File: config.mk
export PLATFORM = sky130hd
export DESIGN_NAME = xts_matrix
export DESIGN_NICKNAME = d
export VERILOG_FILES = /design/src/rtl/xts_pkg.sv /design/src/rtl/xts_matrix.sv
export SDC_FILE = /design/constraint.sdc
export NUM_CORES = 2
export LEC_CHECK = 0
export ABC_AREA = 1
export BUFFER_PORTS_ARGS = -buffer_cell sky130_fd_sc_hd__buf_2
export CAP_MARGIN = 40
export CORE_ASPECT_RATIO = 0.9
export CORE_MARGIN = 5
export CORE_UTILIZATION = 30
export DETAILED_ROUTE_END_ITERATION = 16
export GPL_TIMING_DRIVEN = 1
export MAX_ROUTING_LAYER = met4
export REMOVE_ABC_BUFFERS = 1
export SLEW_MARGIN = 20
export SYNTH_ARGS = -nofsm -noshare
export SYNTH_HDL_FRONTEND = slang
export SYNTH_SLANG_ARGS = --single-unit
File: constraint.sdc
create_clock -name clk -period 6.4 [get_ports clk]
set_input_delay 0.64 -clock clk [delete_from_list [all_inputs] [get_ports clk]]
set_output_delay 0.64 -clock clk [all_outputs]
set_load 0.01 [all_outputs]
File: src/rtl/xts_pkg.sv
// shared widths, matrix coefficients and pipeline control types for the xyz to srgb converter
package xts_pkg;

  // field widths
  localparam int IN_W   = 16;
  localparam int CODE_W = 12;

  // matrix datapath widths: Q16 coefficients times Q14 components give Q30
  localparam int COEF_W = 19;
  localparam int PROD_W = 36;
  localparam int LIN_W  = 38;

  // pipeline depth: two matrix stages, six encode stages
  localparam int MAT_STAGES = 2;
  localparam int ENC_STAGES = 6;
  localparam int NSTAGE     = MAT_STAGES + ENC_STAGES;

  typedef logic signed [COEF_W-1:0] coef_t;
  typedef logic signed [PROD_W-1:0] prod_t;
  typedef logic signed [LIN_W-1:0]  lin_t;

  // xyz to linear srgb, row major, signed Q16
  localparam coef_t COEF [9] = '{
     19'sd212400, -19'sd100754,  -19'sd32677,
     -19'sd63520,  19'sd122943,    19'sd2723,
       19'sd3646,  -19'sd13368,   19'sd69270
  };

  // which part of the transfer curve a linear value falls in
  typedef enum logic [1:0] {
    SEG_ZERO   = 2'd0,
    SEG_FULL   = 2'd1,
    SEG_LINEAR = 2'd2,
    SEG_CURVE  = 2'd3
  } seg_t;

  // per-stage load enables, stage 0 nearest the input
  typedef struct packed {
    logic [NSTAGE-1:0] en;
  } xts_ctl_t;

endpackage

File: src/rtl/xts_matrix.sv
// 3x3 matrix multiply: products in the first stage, row sums in the second
module xts_matrix
  import xts_pkg::*;
(
  input  logic            clk,
  input  xts_ctl_t        ctl,
  input  logic [IN_W-1:0] x_value,
  input  logic [IN_W-1:0] y_value,
  input  logic [IN_W-1:0] z_value,
  output lin_t            lin [3]
);

  logic [IN_W-1:0] comp [3];
  prod_t prod_nxt [9];
  prod_t prod_r   [9];
  lin_t  lin_nxt  [3];
  lin_t  lin_r    [3];

  assign comp[0] = x_value;
  assign comp[1] = y_value;
  assign comp[2] = z_value;

  // nine coefficient products, inputs taken as unsigned
  always_comb begin
    for (int r = 0; r < 3; r++) begin
      for (int c = 0; c < 3; c++) begin
        prod_nxt[3*r+c] = PROD_W'(COEF[3*r+c]) * PROD_W'(signed'({1'b0, comp[c]}));
      end
    end
  end

  always_ff @(posedge clk) begin
    if (ctl.en[0]) begin
      prod_r <= prod_nxt;
    end
  end

  // row sums give signed Q30 linear values
  always_comb begin
    for (int r = 0; r < 3; r++) begin
      lin_nxt[r] = lin_t'(prod_r[3*r]) + lin_t'(prod_r[3*r+1]) + lin_t'(prod_r[3*r+2]);
    end
  end

  always_ff @(posedge clk) begin
    if (ctl.en[1]) begin
      lin_r <= lin_nxt;
    end
  end

  assign lin = lin_r;

endmodule

==> flow_metrics.tcl <==
set metrics [dict create \
    syn2layout_area_growth_pct 10.7 \
    ys_top_cells_by_count "inv_1, nand2_1, ha_1, fa_1, nor2_1" \
    cts-root-buf "clkbuf_16" \
    rsz0062_at_grt "no" \
    fmax_mhz 186 \
    dpl.cell_count 9827 \
    yosysTopAreaCell "fa_1" \
    rr_worst_depth 12 \
    fin_cells 9924 \
    reg2reg_slack_ns 2.72 \
    fin_area_um2 65900 \
    dieHeight_um 433 \
    ys_ff_latch 369 \
    synth_edf_count 369 \
    crit_fanout 7 \
    h-tree-depth 2 \
    clock_skew_ns 0.0658 \
    path_class "input port to flop" \
    finalCriticalPeriod_ns 5.38 \
    setup_viol 0 \
    drv_cap 0 \
    min_path_cells 1 \
    post_cts_resized 0 \
    hold_class "input port to flop" \
    post-place-ws_ns 0.372 \
    cts.sinks 369 \
    ys_warn_count 0 \
    required_ns 6.81 \
    worst_slack_ns 1.02 \
    postCtsSetupRepairBufs 0 \
    synthMostInstantiatedCell "inv_1" \
    finalCritPeriodShare_pct 84.1 \
    grt_overflow 0 \
    place.gp.congestion 0.951 \
    design.core.area_um2 198000 \
    portBuffers 163 \
    synth_area_um2 59500 \
    wl_per_cell_um 19.6 \
    cts_tree "done" \
    clkLatencyLatePin_ns 0.70 \
    finalSetupTns_ns 0 \
    start_util_pct 30.1 \
    grt_max_degree 62 \
    grt_pass1_vias 47700 \
    drive_above_1_share_pct 5.31 \
    placed_cell_area_um2 64200 \
    avgSynthCellArea_um2 8.50 \
    die_w_um 480 \
    die_area_um2 207000 \
    netlist.area_leader.share_pct 24.8 \
    ctsHoldBuffers 0 \
    ys_seq_area_share_pct 18.6 \
    end_kind "flop" \
    start_kind "input port" \
    cts_max_path_buffers 3 \
    synthCells 6998 \
    row_count 155 \
    pin_count 171 \
    cts-buffers-inserted 48 \
    ys_top_cells_by_area "fa_1, ha_1, edfxtp_1, inv_1, nand2_1" \
    drtAntennaViolNets 0 \
    final-max-slew-violation-count 0 \
    nNetsFinal 9049 \
    dr.pass1.iters 5 \
    grt_first_pass_wirelength_mm 296 \
    num_vias 46700 \
    vias_per_cell 4.70 \
    cp.arrival_ns 5.79 \
    drc 0 \
    tightest_slew_ns 0.750 \
    finalHoldViolations 0 \
    max_slew_margin_pct 50.0 \
    status "complete, no violations" \
    ys_async_sr_fraction_pct 0 \
    ys.flop_type "edfxtp_1" \
    hpwl_mm 171 \
    drt-initial-drc-count 3040 \
    grt_usage_pct 19.3 \
    clk_transition_reported_paths_ns 0.07 \
    grt_antenna_before_repair 17 \
    ys_types 43 \
    drt-total-wl_mm 195 \
]
-- path summary, 6_finish.rpt --
check | from | endpoint
min reg2reg | prod_r[67] | lin[36]
min | ctl[0] | prod_r[248]
max reg2reg | prod_r[217] | lin[106]
max | y_value[13] | prod_r[168]
-- worst max-delay path, stage by stage --
cell     delay (ns)
buf_2          0.18
fa_1           0.74
nand2_1        0.11
inv_1          0.09
nor2_1         0.09
ha_1           0.19
or2_2          0.31
fa_1           0.54
inv_1          0.05
fa_1           0.46
fa_1           0.55
inv_1          0.06
fa_1           0.43
ha_1           0.42
nand2_1        0.12
nor2_1         0.26
nand2_1        0.13
inv_1          0.10
nand3_1        0.10
nand4_1        0.11
nand2_1        0.11
-- metrics by stage --
| step | hold slack (ns) | utilization, % |
|---|---|---|
| 6_report | 0.461 | 33.3 |
| 4_1_cts | 0.420 | 33.3 |
| 3_3_place_gp | 0.705 | 32.4 |
| 2_1_floorplan | 0.459 | - |
| 3_5_place_dp | 0.716 | 32.5 |
| 5_1_grt | 0.444 | 33.3 |
-- logic make-up (layout without fill, tap and decap cells) --
logic type | after synthesis | in the layout | share of synthesized area [%]
AOI/OAI and AO/OA | 623 | 623 | 5.62
adders and majority gates | 1704 | 1704 | 45.1
xor gates and xnor gates | 206 | 206 | 3.03
DFF | 369 | 369 | 18.6
and+or+nand+nor | 2402 | 2402 | 16.9
buffers and inverters | 1693 | 2021 | 10.7
other | 1 | 9 | 0.00630
-- placed cells by master, fill, tap and decap left out, types with 10 or more instances in the layout --
cell type / instances
nand3_1: 286
buf_4: 82
xor2_1: 171
buf_2: 161
nand2_1: 1428
clkbuf_16: 48
or2_2: 10
nand4_1: 119
a21oi_1: 342
xnor2_1: 35
nor3_2: 11
ha_1: 967
fa_1: 737
nor2_1: 427
inv_1: 1682
o21bai_1: 34
edfxtp_1: 369
a21o_1: 19
o21ai_0: 184
nand2_2: 17
nor3_1: 58
-- registers in the layout, summed over array words and instances (netlist names) --
signal	cells
lin	107
prod_r	262
-- per-layer routing --
layer  track usage [%]  share of wire [%]
met3              2.30                4.9
met1              26.9                 48
met2              29.8                 44
met5                 -                  0
met4              4.69                2.7
-- area by class of cell --
cell class | count | area, um^2
Fill cell | 20800 | 132000
Multi-Input combinational cell | 4936 | 42100
Sequential cell | 369 | 11100
Inverter | 1685 | 6320
Tap cell | 2590 | 3240
Timing Repair Buffer | 248 | 1550
Clock buffer | 54 | 1220
Clock inverter | 34 | 383
Antenna cell | 8 | 20.0
Power is not shown: default switching activity piles up to over one toggle a cycle in this logic, so the estimate is an artifact.
